`src/hdl/tnt_pkg.sv`:
```
package tnt_pkg;

	localparam int COORD_W  = 16;
	localparam int UV_W     = 16;
	localparam int NORM_W   = 34;
	localparam int TAN_W    = 32;
	localparam int UV_FRAC  = 12;
	localparam int DW       = COORD_W + 1;
	localparam int TW       = UV_W + 1;
	localparam int NPW      = 2 * DW + 1;
	localparam int PW       = DW + TW + 1;
	localparam int DETW     = 2 * TW + 1;
	localparam int DIVW     = PW + UV_FRAC + 1;
	localparam int CNT_W    = $clog2(DIVW + 1);
	localparam int CFG_IDX_W = 2;

	localparam logic [CFG_IDX_W-1:0] REG_NORMAL_EN  = CFG_IDX_W'(0);
	localparam logic [CFG_IDX_W-1:0] REG_TANGENT_EN = CFG_IDX_W'(1);

	typedef struct packed {
		logic signed [COORD_W-1:0] x;
		logic signed [COORD_W-1:0] y;
		logic signed [COORD_W-1:0] z;
	} pos_t;

	typedef struct packed {
		logic signed [UV_W-1:0] u;
		logic signed [UV_W-1:0] v;
	} uv_t;

	typedef struct packed {
		pos_t p0;
		pos_t p1;
		pos_t p2;
		uv_t  t0;
		uv_t  t1;
		uv_t  t2;
	} tri_t;

	function automatic logic signed [NORM_W-1:0] sat_norm(input logic signed [NPW-1:0] v);
		logic signed [NPW-1:0] hi;
		logic signed [NPW-1:0] lo;
		hi = NPW'((64'sd1 <<< (NORM_W - 1)) - 64'sd1);
		lo = -hi - NPW'(1);
		if (v > hi)
			sat_norm = NORM_W'(hi);
		else if (v < lo)
			sat_norm = NORM_W'(lo);
		else
			sat_norm = NORM_W'(v);
	endfunction

endpackage

```
`src/hdl/tnt_fifo.sv`:
```
module tnt_fifo (
	input  logic           clk,
	input  logic           arst_n,
	input  logic           wr_valid,
	output logic           wr_ready,
	input  tnt_pkg::tri_t  wr_data,
	output logic           rd_valid,
	input  logic           rd_ready,
	output tnt_pkg::tri_t  rd_data
);
	import tnt_pkg::*;

	tri_t       mem_q [2];
	logic       wr_ptr_q;
	logic       rd_ptr_q;
	logic [1:0] count_q;
	logic       push;
	logic       pop;

	assign wr_ready = (count_q != 2'd2);
	assign rd_valid = (count_q != 2'd0);
	assign rd_data  = mem_q[rd_ptr_q];
	assign push     = wr_valid && wr_ready;
	assign pop      = rd_valid && rd_ready;

	always_ff @(posedge clk or negedge arst_n) begin
		if (!arst_n) begin
			wr_ptr_q <= 1'b0;
			rd_ptr_q <= 1'b0;
			count_q  <= 2'd0;
		end else begin
			if (push)
				wr_ptr_q <= ~wr_ptr_q;
			if (pop)
				rd_ptr_q <= ~rd_ptr_q;
			if (push && !pop)
				count_q <= count_q + 2'd1;
			else if (pop && !push)
				count_q <= count_q - 2'd1;
		end
	end

	always_ff @(posedge clk) begin
		if (push)
			mem_q[wr_ptr_q] <= wr_data;
	end
endmodule

```
`config.mk`:
```
export PLATFORM = sky130hd
export DESIGN_NAME = tnt_fifo
export DESIGN_NICKNAME = d
export VERILOG_FILES = /design/src/hdl/tnt_pkg.sv /design/src/hdl/tnt_fifo.sv
export SDC_FILE = /design/constraint.sdc
export NUM_CORES = 1
export LEC_CHECK = 0
export BUFFER_PORTS_ARGS = -buffer_cell sky130_fd_sc_hd__buf_2
export CORE_AREA = 2 2 217 219
export DETAILED_ROUTE_END_ITERATION = 10
export DIE_AREA = 0 0 219 221
export GPL_ROUTABILITY_DRIVEN = 0
export MAX_ROUTING_LAYER = met4
export PLACE_DENSITY_LB_ADDON = 0.3
export SETUP_SLACK_MARGIN = 0.1
export SYNTH_ARGS = -nofsm -noshare
export SYNTH_HDL_FRONTEND = slang
export SYNTH_SLANG_ARGS = --single-unit
```
`constraint.sdc`:
```
create_clock -name clk -period 16.5 [get_ports clk]
set_clock_uncertainty 0.05 [all_clocks]
set_input_delay 0 -clock clk [delete_from_list [all_inputs] [get_ports clk]]
set_output_delay 0 -clock clk [all_outputs]
set_load 0.03 [all_outputs]
```
==> results.md <==
* CP most frequent cell: buf_4
* Gr busiest metal: met2
* Met3 global-route usage at 0.03973
* Post-DRT Antenna Nets at 0
* Internal power at 2.943 mW
* Die extent in x at 219 µm
* Final wirelength at 40,010 µm
* Number of global-route vias before repair at 10,900
* GRT Total Usage at 0.1664
* Max Slew Vio Count at 0
* CTS Buf Count at 49
* CP max stage delay at 880 ps
* Root Buffer: clkbuf_16
* Worst setup EP type: primary output
* Gate power share at 0.389
* WS Path Type: reg -> out
* Layout net count at 1,774
* Layout area overhead at 37.84%
* Delay-heaviest family, CP: buffers and inverters
* Fin crit share at 0.2265
* Number of post-CTS setup repair buffers at 0
* Worst-path clk slew at 60 ps
* Row count at 79
* R2R Setup Slk at 13,170 ps
* Core Area at 0.04606 mm²
* Initial antenna violation count at 4
* Synth unique cells at 16
* Pin count of the biggest net entering global routing at 74
* Synth warn at 0
* Top-level port count at 486
* RSZ-0062 raised after global routing: false
* CP Launch Point: rd_ptr_q
* Startpoint types: flop
* Met1 usage at 0.1857
* CP Depth at 4
* Reg2reg start: count_q[0]
* CP Capture Point: rd_data[232]
* Starting Density at 0.3973
* Drt wl/cell at 18.39 µm
* Hold Crit Class: in -> reg
* Syn_nets at 1,010
* Max Fclk at 267.6 MHz
* Pre-CTS setup slack at 13,120 ps
* CTS Sinks at 484
* Post-placement cell count at 1,841
* H-tree depth at 2
* Post-cts sizing count at 0
* Clock power frac at 0.224
* Synthesized cell area at 0.01830 mm²
* Non-filler instance count after layout at 2,175
* Power per standard cell area at 180.4 mW/mm²
* LEAKAGE at 10.01 nW
* Switching Share at 0.3532
* Setup TNS at 0 ps
* Register area share after synthesis at 0.7931
* Remaining DRCs at 0
* TritonRoute pass-1 iters at 4
* Overflow after GRT at 0
* Worst-Margin Slew at 1034 ps
* Clock Path Buffers at 3
* Die ar. at 0.04840 mm²
* CP cell instances: buf_4 -> buf_4 -> mux2_2 -> buf_2
* R2R Path End: mem_q[1][45]
* Mean Syn Cell Area at 23.92 µm²
* I/O Buffers at 485
* Syn Inst Count at 765
* Post-DP HPWL at 25,620 µm
* Initial drt markers at 545
* Final hold vios at 0
* Cts-stage hold buffer count at 244
* Via/cell ratio at 4.589
* Synthesis-stage register bit count at 484
* Status: completed
* Path depth of the worst reg2reg path at 4
* Critical path's slowest cell: buf_4
* Clk Latency, worst-skew pair at 550 ps
* Buf/Inv on CP at 3
* CP arrival at 3690 ps
* Via count at 9,980
* Worst Path Required at 16,450 ps
* Net Sw Power at 1.607 mW
* Worst slew margin at 0.3109
* Max IR drop VDD at 0.2004 mV
* First-pass GRT wire length at 59,960 µm
* Final WS setup at 12,760 ps
* Met2 Resource Use GR at 0.2891
* Register share of total power at 0.387
* CTS tree: done
* Tmin final at 3737 ps
* Max_cap viols at 0
* Layout cell share with drive strength beyond 1 at 0.5128
* Die height at 221 µm
* Setup violators final at 0
* Critical Path Fanout Max at 64
==> sequential cells by signal, summed over array words and instances (netlist names) <==
signal and count:
mem_q 480, count_q 2, rd_ptr_q 1, wr_ptr_q 1
==> per-layer routing <==
| layer | vias up | wire (µm) |
|---|---|---|
| li1 | 4589 | - |
| met5 | - | 0 |
| met3 | 68 | 2829 |
| met2 | 347 | 20710 |
| met4 | 0 | 1023 |
| met1 | 4976 | 15450 |
==> cells by family (layout without fill, tap and decap cells) <==
| family | after synthesis | in the layout | synth area share |
|---|---|---|---|
| multiplexers | 240 | 240 | 0.1867 |
| other | 0 | 4 | 0 |
| adder cells (fa/ha/maj) | 1 | 1 | 0.0006836 |
| flip-flops | 484 | 484 | 0.7931 |
| AND/OR/NAND/NOR | 7 | 7 | 0.001847 |
| buffers and inverters | 28 | 827 | 0.01531 |
| XOR/XNOR | 5 | 5 | 0.002393 |
==> cells in the final DEF, fill, tap and decap left out <==
cell           Yosys  routed
and3_4             0       1
buf_2              5     485
buf_4              0      11
bufinv_16          0       3
clkbuf_1           0       7
clkbuf_16          0      49
clkinv_1           0      17
clkinv_2           0       8
clkinv_4           0       1
clkinvlp_4         0       1
dfrtp_1            4       3
dfrtp_4            0       1
diode_2            0       4
dlygate4sd3_1      0     244
edfxtp_1         480     480
ha_1               1       1
inv_1              1       1
mux2_2            50      50
mux2_4           190     190
nand2_1            2       2
nand2b_1           1       1
nor2_1             2       1
nor2_4             0       1
or2_2              1       1
xnor2_1            3       3
xor2_1             2       2
==> how the worst min path moves through the flow <==
stage,from,to,cells after the start
final,wr_data[169],mem_q[1][169],2
after global routing,wr_data[9],mem_q[0][9],2
after CTS,wr_data[215],mem_q[1][215],2
after detailed placement,arst_n,wr_ptr_q,1
after global placement,arst_n,rd_ptr_q,1
after floorplan,arst_n,count_q[0],0
==> per-stage QoR <==
step	util	hold slack, ps	power, mW	area [µm²]
6_report	0.5476	103.8	4.550	25220
5_1_grt	0.5476	88.75	4.741	25220
4_1_cts	0.5474	61.54	4.603	25210
3_5_place_dp	0.4626	-234.1	3.525	21310
3_3_place_gp	0.4626	-238.0	3.512	21310
2_1_floorplan	-	-345.6	3.194	18300
==> cell usage after synthesis <==
| library cell | count | area share |
|---|---|---|
| buf_2 | 5 | 0.0014 |
| nand2b_1 | 1 | 0.00034 |
| nor2_1 | 2 | 0.00041 |
| dfrtp_1 | 4 | 0.0055 |
| buf_8 | 1 | 0.00082 |
| xor2_1 | 2 | 0.00096 |
| edfxtp_1 | 480 | 0.79 |
| mux2_4 | 190 | 0.16 |
| nand2_1 | 2 | 0.00041 |
| xnor2_1 | 3 | 0.0014 |
| and3_1 | 1 | 0.00034 |
| mux2_2 | 50 | 0.031 |
| ha_1 | 1 | 0.00068 |
| buf_6 | 21 | 0.013 |
| inv_1 | 1 | 0.00020 |
| or2_2 | 1 | 0.00034 |
==> worst reg2reg max path, delay by kind of cell, from the launching register on <==
kind	cells	cell delay (ps)
buffers and inverters	2	1660
flip-flops	1	400
AND/OR/NAND/NOR	2	790
==> power groups by stage <==
stage	combinational, mW	sequential, mW	clock, mW
floorplan	1.34	1.85	0
global route	1.86	1.79	1.10
global placement	1.74	1.77	0
CTS	1.79	1.76	1.05
finish	1.77	1.76	1.02
detailed placement	1.74	1.79	0
==> layout make-up <==
cell class              instances  area (µm²)
fillers                      3624       20840
flip-flops and latches        484       14520
repair buffers                740        4952
multi-input cells             253        3518
clock buffers                  56        1252
well taps                     607       759.5
clock inverters                30       210.2
diodes                          4       10.01
inverters                       1       3.754
Note: power is estimated with default switching activity, not from simulation.
