<file path="config.mk">
export PLATFORM = sky130hd
export DESIGN_NAME = tnt_front_flat
export DESIGN_NICKNAME = d
export VERILOG_FILES = /design/src/hdl/tnt_pkg.sv /design/src/hdl/tnt_vtx_if.sv /design/src/hdl/tnt_front.sv /design/src/flat_wrapper.sv
export SDC_FILE = /design/constraint.sdc
export NUM_CORES = 1
export LEC_CHECK = 0
export ABC_AREA = 1
export BUFFER_PORTS_ARGS = -buffer_cell sky130_fd_sc_hd__buf_4
export CELL_PAD_IN_SITES_DETAIL_PLACEMENT = 1
export CELL_PAD_IN_SITES_GLOBAL_PLACEMENT = 1
export CORE_ASPECT_RATIO = 0.8
export CORE_UTILIZATION = 34
export CTS_BUF_LIST = sky130_fd_sc_hd__clkbuf_16
export CTS_CLUSTER_SIZE = 8
export DETAILED_ROUTE_END_ITERATION = 10
export PLACE_DENSITY_LB_ADDON = 0.05
export RECOVER_POWER = 50
export SLEW_MARGIN = 40
export SYNTH_ARGS = -nofsm -noshare
export SYNTH_HDL_FRONTEND = slang
export SYNTH_SLANG_ARGS = --single-unit
export TNS_END_PERCENT = 5
</file>
<file path="constraint.sdc">
create_clock -name clk -period 4.95 [get_ports clk]
set_input_delay 0.99 -clock clk [delete_from_list [all_inputs] [get_ports clk]]
set_output_delay 0.99 -clock clk [all_outputs]
set_load 0.01 [all_outputs]
</file>
<file path="src/hdl/tnt_pkg.sv">
package tnt_pkg;

	localparam int COORD_W  = 16;
	localparam int UV_W     = 16;
	localparam int NORM_W   = 34;
	localparam int TAN_W    = 32;
	localparam int UV_FRAC  = 12;
	localparam int DW       = COORD_W + 1;
	localparam int TW       = UV_W + 1;
	localparam int NPW      = 2 * DW + 1;
	localparam int PW       = DW + TW + 1;
	localparam int DETW     = 2 * TW + 1;
	localparam int DIVW     = PW + UV_FRAC + 1;
	localparam int CNT_W    = $clog2(DIVW + 1);
	localparam int CFG_IDX_W = 2;

	localparam logic [CFG_IDX_W-1:0] REG_NORMAL_EN  = CFG_IDX_W'(0);
	localparam logic [CFG_IDX_W-1:0] REG_TANGENT_EN = CFG_IDX_W'(1);

	typedef struct packed {
		logic signed [COORD_W-1:0] x;
		logic signed [COORD_W-1:0] y;
		logic signed [COORD_W-1:0] z;
	} pos_t;

	typedef struct packed {
		logic signed [UV_W-1:0] u;
		logic signed [UV_W-1:0] v;
	} uv_t;

	typedef struct packed {
		pos_t p0;
		pos_t p1;
		pos_t p2;
		uv_t  t0;
		uv_t  t1;
		uv_t  t2;
	} tri_t;

	function automatic logic signed [NORM_W-1:0] sat_norm(input logic signed [NPW-1:0] v);
		logic signed [NPW-1:0] hi;
		logic signed [NPW-1:0] lo;
		hi = NPW'((64'sd1 <<< (NORM_W - 1)) - 64'sd1);
		lo = -hi - NPW'(1);
		if (v > hi)
			sat_norm = NORM_W'(hi);
		else if (v < lo)
			sat_norm = NORM_W'(lo);
		else
			sat_norm = NORM_W'(v);
	endfunction

endpackage

</file>
<file path="src/hdl/tnt_vtx_if.sv">
interface tnt_vtx_if;
	logic                                valid;
	logic                                ready;
	logic signed [tnt_pkg::COORD_W-1:0]  pos_x;
	logic signed [tnt_pkg::COORD_W-1:0]  pos_y;
	logic signed [tnt_pkg::COORD_W-1:0]  pos_z;
	logic signed [tnt_pkg::UV_W-1:0]     tex_u;
	logic signed [tnt_pkg::UV_W-1:0]     tex_v;
	logic                                restart;

	modport source (output valid, pos_x, pos_y, pos_z, tex_u, tex_v, restart, input ready);
	modport sink (input valid, pos_x, pos_y, pos_z, tex_u, tex_v, restart, output ready);
endinterface

</file>
<file path="src/hdl/tnt_front.sv">
module tnt_front (
	input  logic           clk,
	input  logic           arst_n,
	tnt_vtx_if.sink        vtx,
	output logic           q_valid,
	input  logic           q_ready,
	output tnt_pkg::tri_t  q_data
);
	import tnt_pkg::*;

	logic [1:0] slot_q;
	logic [1:0] slot_eff;
	logic       accept;
	pos_t       hold_pos_q [2];
	uv_t        hold_uv_q [2];
	pos_t       cur_pos;
	uv_t        cur_uv;

	assign vtx.ready = q_ready;
	assign accept    = vtx.valid && vtx.ready;
	assign slot_eff  = vtx.restart ? 2'd0 : slot_q;
	assign cur_pos   = '{x: vtx.pos_x, y: vtx.pos_y, z: vtx.pos_z};
	assign cur_uv    = '{u: vtx.tex_u, v: vtx.tex_v};

	assign q_valid     = accept && (slot_eff == 2'd2);
	assign q_data.p0   = hold_pos_q[0];
	assign q_data.p1   = hold_pos_q[1];
	assign q_data.p2   = cur_pos;
	assign q_data.t0   = hold_uv_q[0];
	assign q_data.t1   = hold_uv_q[1];
	assign q_data.t2   = cur_uv;

	always_ff @(posedge clk or negedge arst_n) begin
		if (!arst_n) begin
			slot_q <= 2'd0;
		end else if (accept) begin
			if (slot_eff == 2'd2)
				slot_q <= 2'd0;
			else
				slot_q <= slot_eff + 2'd1;
		end
	end

	always_ff @(posedge clk) begin
		if (accept && slot_eff != 2'd2) begin
			hold_pos_q[slot_eff[0]] <= cur_pos;
			hold_uv_q[slot_eff[0]]  <= cur_uv;
		end
	end
endmodule

</file>
<file path="src/flat_wrapper.sv">
// flat-port wrapper written by rule: the top's interface ports become plain ports
module tnt_front_flat import tnt_pkg::*;
  (clk, arst_n, q_valid, q_ready, q_data, vtx_valid, vtx_pos_x, vtx_pos_y, vtx_pos_z, vtx_tex_u, vtx_tex_v, vtx_restart, vtx_ready);
  tnt_vtx_if vtx_i ();
  input  logic clk;
  input  logic arst_n;
  output logic q_valid;
  input  logic q_ready;
  output tnt_pkg::tri_t q_data;
  input wire logic [$bits(vtx_i.valid)-1:0] vtx_valid;
  input wire logic [$bits(vtx_i.pos_x)-1:0] vtx_pos_x;
  input wire logic [$bits(vtx_i.pos_y)-1:0] vtx_pos_y;
  input wire logic [$bits(vtx_i.pos_z)-1:0] vtx_pos_z;
  input wire logic [$bits(vtx_i.tex_u)-1:0] vtx_tex_u;
  input wire logic [$bits(vtx_i.tex_v)-1:0] vtx_tex_v;
  input wire logic [$bits(vtx_i.restart)-1:0] vtx_restart;
  output wire logic [$bits(vtx_i.ready)-1:0] vtx_ready;
  assign vtx_i.valid = vtx_valid;
  assign vtx_i.pos_x = vtx_pos_x;
  assign vtx_i.pos_y = vtx_pos_y;
  assign vtx_i.pos_z = vtx_pos_z;
  assign vtx_i.tex_u = vtx_tex_u;
  assign vtx_i.tex_v = vtx_tex_v;
  assign vtx_i.restart = vtx_restart;
  assign vtx_ready = vtx_i.ready;
  tnt_front u_core (.clk(clk), .arst_n(arst_n), .vtx(vtx_i), .q_valid(q_valid), .q_ready(q_ready), .q_data(q_data));
endmodule
</file>
==> run metrics, run 1 <==
outcome=complete, but fails checks; failing checks=max-capacitance violations, max-slew violations; antenna violations before repair=0; Cells after Synth=259; Setup-failing EPs final=0; met3 GRT Util=0.07438; Die Span Y=116.1 um; largest net degree at the start of global routing=43; Critical Path AT=3.15 ns; Port-buffer cells=326; WL per Instance=18.31 um; final worst path period share=0.6398; Yosys cell types=10; post-synthesis xor/xnor area fraction=0; area of the die=16790 um^2; die width=144.6 um; commonest cells after routing, fill and taps aside=buf_4 (206), edfxtp_1 (160), clkbuf_1 (122); Post-Synth Adder-Cell Area=0; critical path launch point type=input pin; num ports=327; Setup Fix Bufs, Post-CTS=0; max_cap viols=2; CP Cell Sequence=clkbuf_1 > nand2_1 > nor2_4 > clkbuf_1; RSZ-0062 raised after global routing=no; commonest non-fill, non-tap cell in the layout=buf_4; vias in the first global route=3152; Root Buffer=clkbuf_16; Synth Area in Simple Gates=0.009726; 1st-iter DRT viols=108; compound-gate portion of the synthesized area=0; met2 Usage GRT=0.2865; via count=3128; Clock Skew=0.004915 ns; layout cells sized above 1=0.4453; Pwr Density=403.4 nW/um^2; Crit. End Element=flop; Slew Viols, Final=82; CP max stage delay=1.73 ns; # diodes=0; minimum clock period=3.167 ns; Slew HR=-0.6311; Mapped Nets=344; Crit Path Class=input pin to flop; CTS H-tree depth=4; Fmax=0.3158 GHz; CP dominant cell by count=clkbuf_1; worst ir drop on vdd=0.2224 mV; P_leak=2.963 nW; clock latency on the worst-skew pair=0.42 ns; antenna viol nets, final=0; TNS Setup=0 ns; delay-heaviest family, CP=buffers and inverters; CTS Hold Bufs=0; sequential area share after synthesis=0.8776; clk buf depth=2; CTS tree=yes; Critical-path top delay cell=clkbuf_1; DRT Pass-1 Iters=4; gr ovfl total=0; DP HPWL=10260 um; CORE AREA=15850 um^2; synth warn=0; wirelength, routed=13800 um; Synth Cell Area=5532 um^2; dpl cell area=7671 um^2; clk sink count=162; mux cell area share after synthesis=0; CTS resizes=0; Final nets=611; Most Used Layer, Global Route=met2; CP max FO=41; Seq cells post-synth=162; grt met1 use=0.1608; CP required=4.93 ns; Core Rows=41; final-report hold violation count=0; largest family of logic cells by synthesized area=buffers and inverters; Slew @ Worst Pin=2.447 ns; Critical path buffers and inverters=2; min-delay worst type=input pin to async pin; Syn Area/Cell=21.36 um^2; first-pass GRT wire length=18560 um; Vias per Instance=4.149; clk slew on worst S/H paths=0.06 ns; CTS Buf Count=17; Initial Util=0.3490; DRC Markers=0; Design Area, Final=7804 um^2; area grow syn2layout=41.08%; Placer Congestion=0.7967; gr usage total=0.1600
[logic make-up after synthesis]
logic type	Yosys count
simple gates	12
flops	162
buf+inv	85
[registers in the layout, indices dropped and copies added, names as in the netlist]
register and cells:
u_core.hold_pos_q 96, u_core.hold_uv_q 64, u_core.slot_q 2
[routing by layer]
layer  wire length [um]  up-vias
li1                   -     1413
met1               4736     1513
met2               7404      187
met3               1467       15
met4                195        0
met5                  0        -
[final cells by class]
class                      count  area [um^2]
inverter                       4        16.27
timing repair buffer         329         2012
fill                        1588         8048
tap                          215        269.0
clock buffer                  17        425.4
clock inverter                15        167.7
multi-input combinational     12        58.81
sequential                   162         4855
[per-stage QoR]
stage                     total power [mW]    util  worst slack, ns  instances  hold WS, ns
after floorplan                      1.744       -            1.344        259       0.4692
after global placement               1.908  0.4839            2.060        722       0.5000
after detailed placement             1.914  0.4839            2.008        722       0.5058
after CTS                            3.229  0.5214            2.383        754       0.3240
after global routing                 3.259  0.4923            1.563        754       0.3305
final                                3.148  0.4923            1.783        754       0.3455
[cell usage after synthesis]
library cell,n,area share
nor2_1,2,0.0014
inv_1,2,0.0014
inv_2,2,0.0014
dfrtp_1,2,0.0090
nor3_1,1,0.00090
buf_4,81,0.11
nand2_1,5,0.0034
nand3_1,2,0.0018
edfxtp_1,160,0.87
nand2_2,2,0.0023
[power by group]
part           internal, mW  switching [mW]
sequential             1.58          0.0149
clock                 0.788           0.518
combinational         0.105           0.145
[final timing paths]
kind	from	to	slack [ns]	depth (start not counted)
setup reg to reg	u_core.slot_q[0]$_DFFE_PN0N_	u_core.hold_uv_q[1][30]$_DFFE_PP_	2.14	3
hold / removal	arst_n	u_core.slot_q[1]$_DFFE_PN0N_	0.35	1
max in group asynchronous	arst_n	u_core.slot_q[0]$_DFFE_PN0N_	4.48	1
hold reg to reg	u_core.slot_q[1]$_DFFE_PN0N_	u_core.slot_q[1]$_DFFE_PN0N_	0.52	2
min in group clk	u_core.slot_q[1]$_DFFE_PN0N_	u_core.slot_q[1]$_DFFE_PN0N_	0.52	2
setup / recovery	q_ready	u_core.hold_uv_q[1][30]$_DFFE_PP_	1.78	4
Note: power is estimated with default switching activity, not from simulation.
==> run 2: changes to the inputs <==
CORE_UTILIZATION = 31   (was 34)
clock period = 2.8 ns   (was 4.95 ns; I/O delays follow)
==> run 2 against run 1 <==
Effect of this change:
- the run now ends clean
- power is 71% higher
- hold slack improved by 0.018 ns
- routed wire length down 3.5%
- critical path depth unchanged
- sequential share of layout area rose by 1.6 points
- setup slack got worse by 0.80 ns
- cell count increased by 1.6%
- global-route usage down 1.7 points
- first-iteration DRC count shrank 12%
- count of clock-buffer cells in the layout unchanged
- die area grew 9.5%
- critical endpoint is now q_valid
- highest routed layer unchanged
==> run metrics, run 2 (synthesis results as in run 1) <==
WL per Instance=17.38 um; commonest non-fill, non-tap cell in the layout=clkbuf_1; CTS resizes=0; Post-Layout Cell Count=766; Final WS setup=0.9857 ns; CORE AREA=17380 um^2; RSZ-0062 raised after global routing=no; Setup crit start=u_core.slot_q[0]$_DFFE_PN0N_; CP Capture Point=q_valid; Crit Path Class=flop to primary output; Worst R2R Start=u_core.slot_q[0]$_DFFE_PN0N_; CTS tree=yes; DRT Pass-1 Iters=4; largest net degree at the start of global routing=43; max_cap viols=0; Clock Skew=0.005966 ns; pre-CTS setup slack=0.7631 ns; final-report hold violation count=0; Final nets=613; Root Buffer=clkbuf_16; vias in the first global route=3139; Pwr Density=705.7 nW/um^2; CTS Buf Count=17; Core Rows=43; antenna violations before repair=0; Placer Congestion=0.7296; Fmax=0.5512 GHz; Inst Count DP=733; # diodes=0; outcome=finished, final reports clean; DP HPWL=9887 um; antenna viol nets, final=0; Die Span Y=121.5 um; layout cells sized above 1=0.3530; DRC Markers=0; Vias per Instance=4.119; CTS H-tree depth=4; Port-buffer cells=326; clock latency on the worst-skew pair=0.42 ns; P_leak=2.765 nW; first-pass GRT wire length=18390 um; TNS Setup=0 ns; via count=3155; die width=151.3 um; clk buf depth=2; Setup-failing EPs final=0; 1st-iter DRT viols=95; Critical Path AT=1.25 ns; FF-to-FF path depth=3; commonest cells after routing, fill and taps aside=clkbuf_1 (176), edfxtp_1 (160), buf_4 (151); wirelength, routed=13320 um; clk slew on worst S/H paths=0.06 ns; Slew HR=0.3053; final worst path period share=0.6480; min-delay worst type=input pin to flop; Slew Viols, Final=0; Critical R2R Capture=u_core.hold_uv_q[1][19]$_DFFE_PP_; area grow syn2layout=37.59%; area of the die=18390 um^2; clk sink count=162; worst ir drop on vdd=0.3946 mV; Slew @ Worst Pin=1.042 ns; CP required=2.24 ns; critical path launch point type=flop; gr ovfl total=0; num ports=327; Crit. End Element=primary output; gr usage total=0.1432; minimum clock period=1.814 ns; Initial Util=0.3183; worst reg-to-reg setup slack=1.03 ns; max reg flops=96; CP max FO=3
==> run 2: cell types whose count changed in the layout (fill, tap and decap cells not counted), sizes merged <==
| cell | before | now |
|---|---|---|
| clkbuf | 140 | 195 |
| buf | 206 | 152 |
| inv | 5 | 8 |
| bufinv | 3 | 1 |
| clkinv | 7 | 6 |
| dlygate4sd3 | 0 | 1 |
==> run 2: cell type report <==
cell class,instances,area [um^2]
fillers,1811,9767
clock buffers,17,425.4
flip-flops and latches,162,4855
well taps,225,281.5
inverters,4,16.27
repair buffers,331,1837
multi-input cells,12,61.31
clock inverters,15,135.1
==> run 2: power breakdown <==
part / total [mW] / switching [mW] / internal [mW]
clock: 2.15 / 0.924 / 1.23
sequential: 2.81 / 0.0272 / 2.78
combinational: 0.406 / 0.252 / 0.153
==> run 2: repair_timing <==
item,CTS,global route
hold buffers,1,0
setup buffers,0,0
hold endpoints to repair,2,0
==> run 2: layer usage <==
layer  global-route usage  vias to the layer above  part of all wire
li1                     -                     1422                 -
met3              0.06992                       11              0.12
met4              0.05063                        0             0.010
met1               0.1511                     1528              0.35
met5                    0                        -                 0
met2               0.2460                      194              0.52
==> run 2: worst min-delay path by stage <==
stage	start	to	cells past startpoint
finish	vtx_pos_x[3]	u_core.hold_pos_q[0][35]$_DFFE_PP_	1
global route	vtx_pos_x[3]	u_core.hold_pos_q[1][35]$_DFFE_PP_	1
CTS	vtx_tex_v[6]	u_core.hold_uv_q[1][6]$_DFFE_PP_	1
detailed placement	arst_n	u_core.slot_q[0]$_DFFE_PN0N_	1
global placement	arst_n	u_core.slot_q[0]$_DFFE_PN0N_	1
floorplan	arst_n	u_core.slot_q[0]$_DFFE_PN0N_	0
==> run 2: through the flow <==
stage	hold slack, ns	power [mW]	util	cell area, um^2
3_5_place_dp	0.3462	3.386	0.4433	7704
4_1_cts	0.3086	5.560	0.4761	8274
6_report	0.3630	5.371	0.4380	7611
5_1_grt	0.3360	5.580	0.4380	7611
3_3_place_gp	0.3420	3.380	0.4433	7704
2_1_floorplan	0.2644	3.082	-	5539
==> run 2: worst max-delay path, cell delays in order, from the launching register on <==
cell and delay, ns:
dfrtp_1 0.40, inv_1 0.06, nor2_1 0.05, nor3_1 0.17, buf_4 0.16
